<file path="src/mfre_pkg.sv">
`timescale 1ns / 1ps
`default_nettype none

package mfre_pkg;

	// operation codes carried by the opcode field
	localparam logic [2:0] OP_POINT = 3'd0;
	localparam logic [2:0] OP_LINE  = 3'd1;
	localparam logic [2:0] OP_FILL  = 3'd2;
	localparam logic [2:0] OP_CLEAR = 3'd3;
	localparam logic [2:0] OP_READ  = 3'd4;

	// commands from the controller to the datapath
	typedef struct packed {
		logic load;      // capture the accepted item
		logic rd;        // read the store at the current address
		logic wr;        // write back the modified byte of the current pixel
		logic adv;       // step to the next pixel of a line or fill
		logic clr;       // write zero at the sweep address and advance it
		logic out_load;  // load the result register
	} mfre_cmd_t;

	// status from the datapath to the controller
	typedef struct packed {
		logic empty;     // fill covers no pixel
		logic last;      // current pixel is the last one of the item
		logic is_read;   // item is a byte read
		logic clr_last;  // sweep address is at the final entry
	} mfre_sts_t;

endpackage

`default_nettype wire

</file>
<file path="src/mfre_ctrl.sv">
`timescale 1ns / 1ps
`default_nettype none

module mfre_ctrl (
	input  wire logic              clk,
	input  wire logic              arst_n,
	input  wire logic              in_valid,
	output logic                   in_stall,
	input  wire logic [2:0]        opcode,
	output logic                   out_valid,
	input  wire logic              out_stall,
	output mfre_pkg::mfre_cmd_t    cmd,
	input  wire mfre_pkg::mfre_sts_t sts
);

	typedef enum logic [5:0] {
		S_INIT = 6'b000001,
		S_IDLE = 6'b000010,
		S_RD   = 6'b000100,
		S_WR   = 6'b001000,
		S_CLR  = 6'b010000,
		S_DONE = 6'b100000
	} state_t;

	state_t state_q;
	state_t state_d;
	logic   out_valid_q;
	logic   out_free;

	assign out_free  = !out_valid_q || !out_stall;
	assign in_stall  = (state_q != S_IDLE);
	assign out_valid = out_valid_q;

	// next state and commands
	always_comb begin
		state_d = state_q;
		cmd     = '0;
		unique case (state_q)
			S_INIT: begin
				cmd.clr = 1'b1;
				if (sts.clr_last) begin
					state_d = S_IDLE;
				end
			end
			S_IDLE: begin
				if (in_valid) begin
					cmd.load = 1'b1;
					unique case (opcode) inside
						mfre_pkg::OP_POINT, mfre_pkg::OP_LINE,
						mfre_pkg::OP_FILL, mfre_pkg::OP_READ: begin
							state_d = S_RD;
						end
						mfre_pkg::OP_CLEAR: begin
							state_d = S_CLR;
						end
						default: begin
							state_d = S_DONE;
						end
					endcase
				end
			end
			S_RD: begin
				if (sts.empty) begin
					state_d = S_DONE;
				end else begin
					cmd.rd = 1'b1;
					state_d = sts.is_read ? S_DONE : S_WR;
				end
			end
			S_WR: begin
				cmd.wr = 1'b1;
				if (sts.last) begin
					state_d = S_DONE;
				end else begin
					cmd.adv = 1'b1;
					state_d = S_RD;
				end
			end
			S_CLR: begin
				cmd.clr = 1'b1;
				if (sts.clr_last) begin
					state_d = S_DONE;
				end
			end
			S_DONE: begin
				if (out_free) begin
					cmd.out_load = 1'b1;
					state_d = S_IDLE;
				end
			end
			default: begin
				state_d = S_IDLE;
			end
		endcase
	end

	// state register, starts with the clearing sweep
	always_ff @(posedge clk or negedge arst_n) begin
		if (!arst_n) begin
			state_q <= S_INIT;
		end else begin
			state_q <= state_d;
		end
	end

	// result valid flag
	always_ff @(posedge clk or negedge arst_n) begin
		if (!arst_n) begin
			out_valid_q <= 1'b0;
		end else if (cmd.out_load) begin
			out_valid_q <= 1'b1;
		end else if (!out_stall) begin
			out_valid_q <= 1'b0;
		end
	end

endmodule

`default_nettype wire

</file>
<file path="config.mk">
export PLATFORM = sky130hd
export DESIGN_NAME = mfre_ctrl
export DESIGN_NICKNAME = d
export VERILOG_FILES = /design/src/mfre_pkg.sv /design/src/mfre_ctrl.sv
export SDC_FILE = /design/constraint.sdc
export NUM_CORES = 1
export LEC_CHECK = 0
export BUFFER_PORTS_ARGS = -buffer_cell sky130_fd_sc_hd__buf_2
export CORE_AREA = 2 2 39 41
export DETAILED_ROUTE_END_ITERATION = 7
export DIE_AREA = 0 0 41 43
export GPL_TIMING_DRIVEN = 0
export PLACE_DENSITY = 0.73
export SKIP_LAST_GASP = 1
export SLEW_MARGIN = 10
export SYNTH_ARGS = -nofsm -noshare
export SYNTH_HDL_FRONTEND = slang
export SYNTH_SLANG_ARGS = --single-unit
</file>
<file path="constraint.sdc">
create_clock -name clk -period 3.57 [get_ports clk]
set_input_delay 0.357 -clock clk [delete_from_list [all_inputs] [get_ports clk]]
set_output_delay 0.357 -clock clk [all_outputs]
set_load 0.005 [all_outputs]
</file>
==> summary.md <==
| Metric | Value |
|---|---|
| Antenna Diode Count | `0` |
| First-pass GRT wire length | `1730 µm` |
| Number of enable flip-flop cells after synthesis | `0` |
| Setup Fix Bufs, Post-CTS | `0` |
| Area of the core | `0.00138 mm²` |
| Tot GR Track Use | `15.3%` |
| Vias in the first global route | `409` |
| Iteration-0 DRC Markers | `23` |
| Via Count | `517` |
| Final-report max-slew violation count | `0` |
| Starting Density | `between 30% and 40%` |
| Synth async-reset ratio | `100%` |
| Mapped Nets | `68` |
| Post-DP HPWL | `889 µm` |
| DR pass1 iterations | `3` |
| DRC | `0` |
| Die area | `0.00176 mm²` |
| Bufs on Longest Clock Path | `2` |
| Worst-path clk slew | `0.05 ns` |
| Setup crit end kind | `primary output` |
| Setup slack at placement | `1.96 ns` |
| Synth Area in Adders | `2.04%` |
| Die width | `just over 40 µm` |
| Worst Tran Pin Value | `0.353 ns` |
| Nature of the critical path startpoint | `flop` |
| Port bufs | `18` |
| Sequential fraction of the synthesis area | `35.9%` |
| DRT Wirelength | `1150 µm` |
| GPL Wtd Cong | `0.753` |
| Simple-gate share of the synthesized area | `a little under two fifths` |
| Initial antenna violation count | `0` |
| CP max FO | `8` |
| CP Class | `reg -> out` |
| Hold Path Class | `in -> reg` |
| # setup viols final | `0` |
| Syn Inst Count | `57` |
| Crit share post-route | `51.9%` |
| H-tree levels | `1` |
| Peak VDD IR | `0.000356 V` |
| Worst Path Required | `3.21 ns` |
| Root buf cell | `clkbuf_4` |
| Grt total ovfl | `0` |
| Share of the synthesized area in the top cell type | `30.5%` |
| Post-Syn Area per Cell | `between 8 and 9 µm²` |
| Io pins | `19` |
| Final setup margin | `1.72 ns` |
| Status | `finished, final reports clean` |
| Nets@finish | `92` |
| Critical path arrival | `1.50 ns` |
| Inst Count DP | `91` |
| Leading area contributor after synthesis | `dfrtp_1` |
| Multiplexer area fraction after synthesis | `0%` |
| # rows | `14` |
| Pwr/cell area | `629 mW/mm²` |
| RSZ-0062 raised after global routing | `false` |
| Synth top cells by count | `nor2_1, dfrtp_1, nand2_1, o21ai_0, nor2b_1` |
| Final Hold Fails | `0` |
| Post-Synth XOR/XNOR Area | `under 10%` |
| Vias per std cell | `between 5 and 6` |
| Count leader, synth | `nor2_1` |
| Total CTS buffers | `3` |
| Chip Height | `43 µm` |
| Largest family of logic cells by synthesized area | `simple AND/OR/NAND/NOR gates` |
| Clock skew | `0.00760 ns` |
| Synth Flop Type | `dfrtp_1` |
| Layout Cells excl Fill | `between 90 and 100` |
| Fraction of the mapped netlist area in compound gates | `16.3%` |
| WL per Instance | `12.0 µm` |
| Post-route setup TNS | `0 ns` |
| Min cycle time layout | `between 1.5 and 2 ns` |
| Max transition margin | `76.2%` |
| Largest net degree at the start of global routing | `10` |
| Max-cap violations | `0` |
| Register bit count reported by yosys | `7` |
| Synth unique cells | `30` |
| Static leakage | `0.000325 µW` |
| Layout cells sized above 1 | `between 30% and 40%` |
| CTS tree | `done` |
| Synthesis warning total | `0` |
| DRT antenna net count | `0` |
| Clk sinks | `7` |
| Worst skew pair latency | `0.25 ns` |
| Post-synthesis cell area | `between 400 and 500 µm²` |
| Largest cells by area after synthesis | `dfrtp_1, nor2_1, dfstp_2` |
| Fmax | `539 MHz` |
| Area Overhead vs Synth | `29.8%` |
[metrics by stage]
stage	power, µW	utilization, %	area [µm²]	hold slack (ns)
floorplan	267	-	492	0.0614
global placement	322	43.5	602	0.193
detailed placement	327	43.5	602	0.196
CTS	403	46.1	638	0.275
global route	440	46.1	638	0.285
finish	401	46.1	638	0.282
[where the power goes]
group / switching (µW) / internal (µW) / total (µW)
clock network: 29.8 / 42.7 / 72.5
logic: 114 / 92.4 / 206
registers: 20.8 / 102 / 123
total: 164 / 237 / 401
[state kept, by name, indices dropped and copies added (netlist names)]
signal / flops
state_q: 6
out_valid: 1
[critical path, stage by stage, from the launching register on]
cell and delay [ns]:
dfrtp_1 0.37, buf_6 0.13, nor2_1 0.24, nand4b_2 0.25, nor2_1 0.13, buf_2 0.12
[area by class of cell]
type	instances	area (µm²)
fillers	142	746
multi-input cells	46	292
flip-flops and latches	7	176
repair buffers	19	100
clock buffers	4	26.3
well taps	16	20.0
plain buffers	2	16.3
inverters	2	7.51
[logic make-up (layout without fill, tap and decap cells)]
kind of cell | Yosys count | count (layout)
DFF | 7 | 7
xor gates and xnor gates | 2 | 2
buffers and inverters | 4 | 27
adders and majority gates | 1 | 1
and+or+nand+nor | 32 | 32
AOI/OAI and AO/OA | 11 | 11
[final timing paths]
| kind | end | from | depth (start not counted) | slack, ns |
|---|---|---|---|---|
| worst min register to register | out_valid$_DFFE_PN0P_ | out_valid$_DFFE_PN0P_ | 2 | 0.51 |
| min in group asynchronous | state_q[1]$_DFFE_PN0P_ | arst_n | 2 | 0.46 |
| worst max register to register | state_q[5]$_DFFE_PN0P_ | state_q[3]$_DFFE_PN0P_ | 4 | 1.96 |
| worst max-delay path | cmd[5] | state_q[4]$_DFFE_PN0P_ | 5 | 1.72 |
| max in group asynchronous | state_q[0]$_DFFE_PN1P_ | arst_n | 2 | 2.88 |
| worst min-delay path | state_q[3]$_DFFE_PN0P_ | sts[1] | 2 | 0.28 |
[cells in the final DEF, fill, tap and decap left out, types with 2 or more instances in the layout]
cell      count
o21ai_0       4
dfrtp_1       6
buf_2        19
nand2_1       5
nor2_1       11
clkbuf_4      3
nor4_1        2
nand4b_1      2
inv_1         2
nor2b_1       3
[timing repair]
| action | 4_1_cts | 5_1_grt |
|---|---|---|
| hold buffers | 1 | 0 |
| hold endpoints to repair | 6 | 0 |
| endpoints found under the setup margin | 0 | 0 |
| resized for setup | 0 | 0 |
[per-layer routing]
metal	wire [µm]	GRT usage (%)
met4	0	4.00
met1	494	18.0
met3	78	9.42
met2	577	22.5
met5	0	0
(Power assumes the default switching activity.)
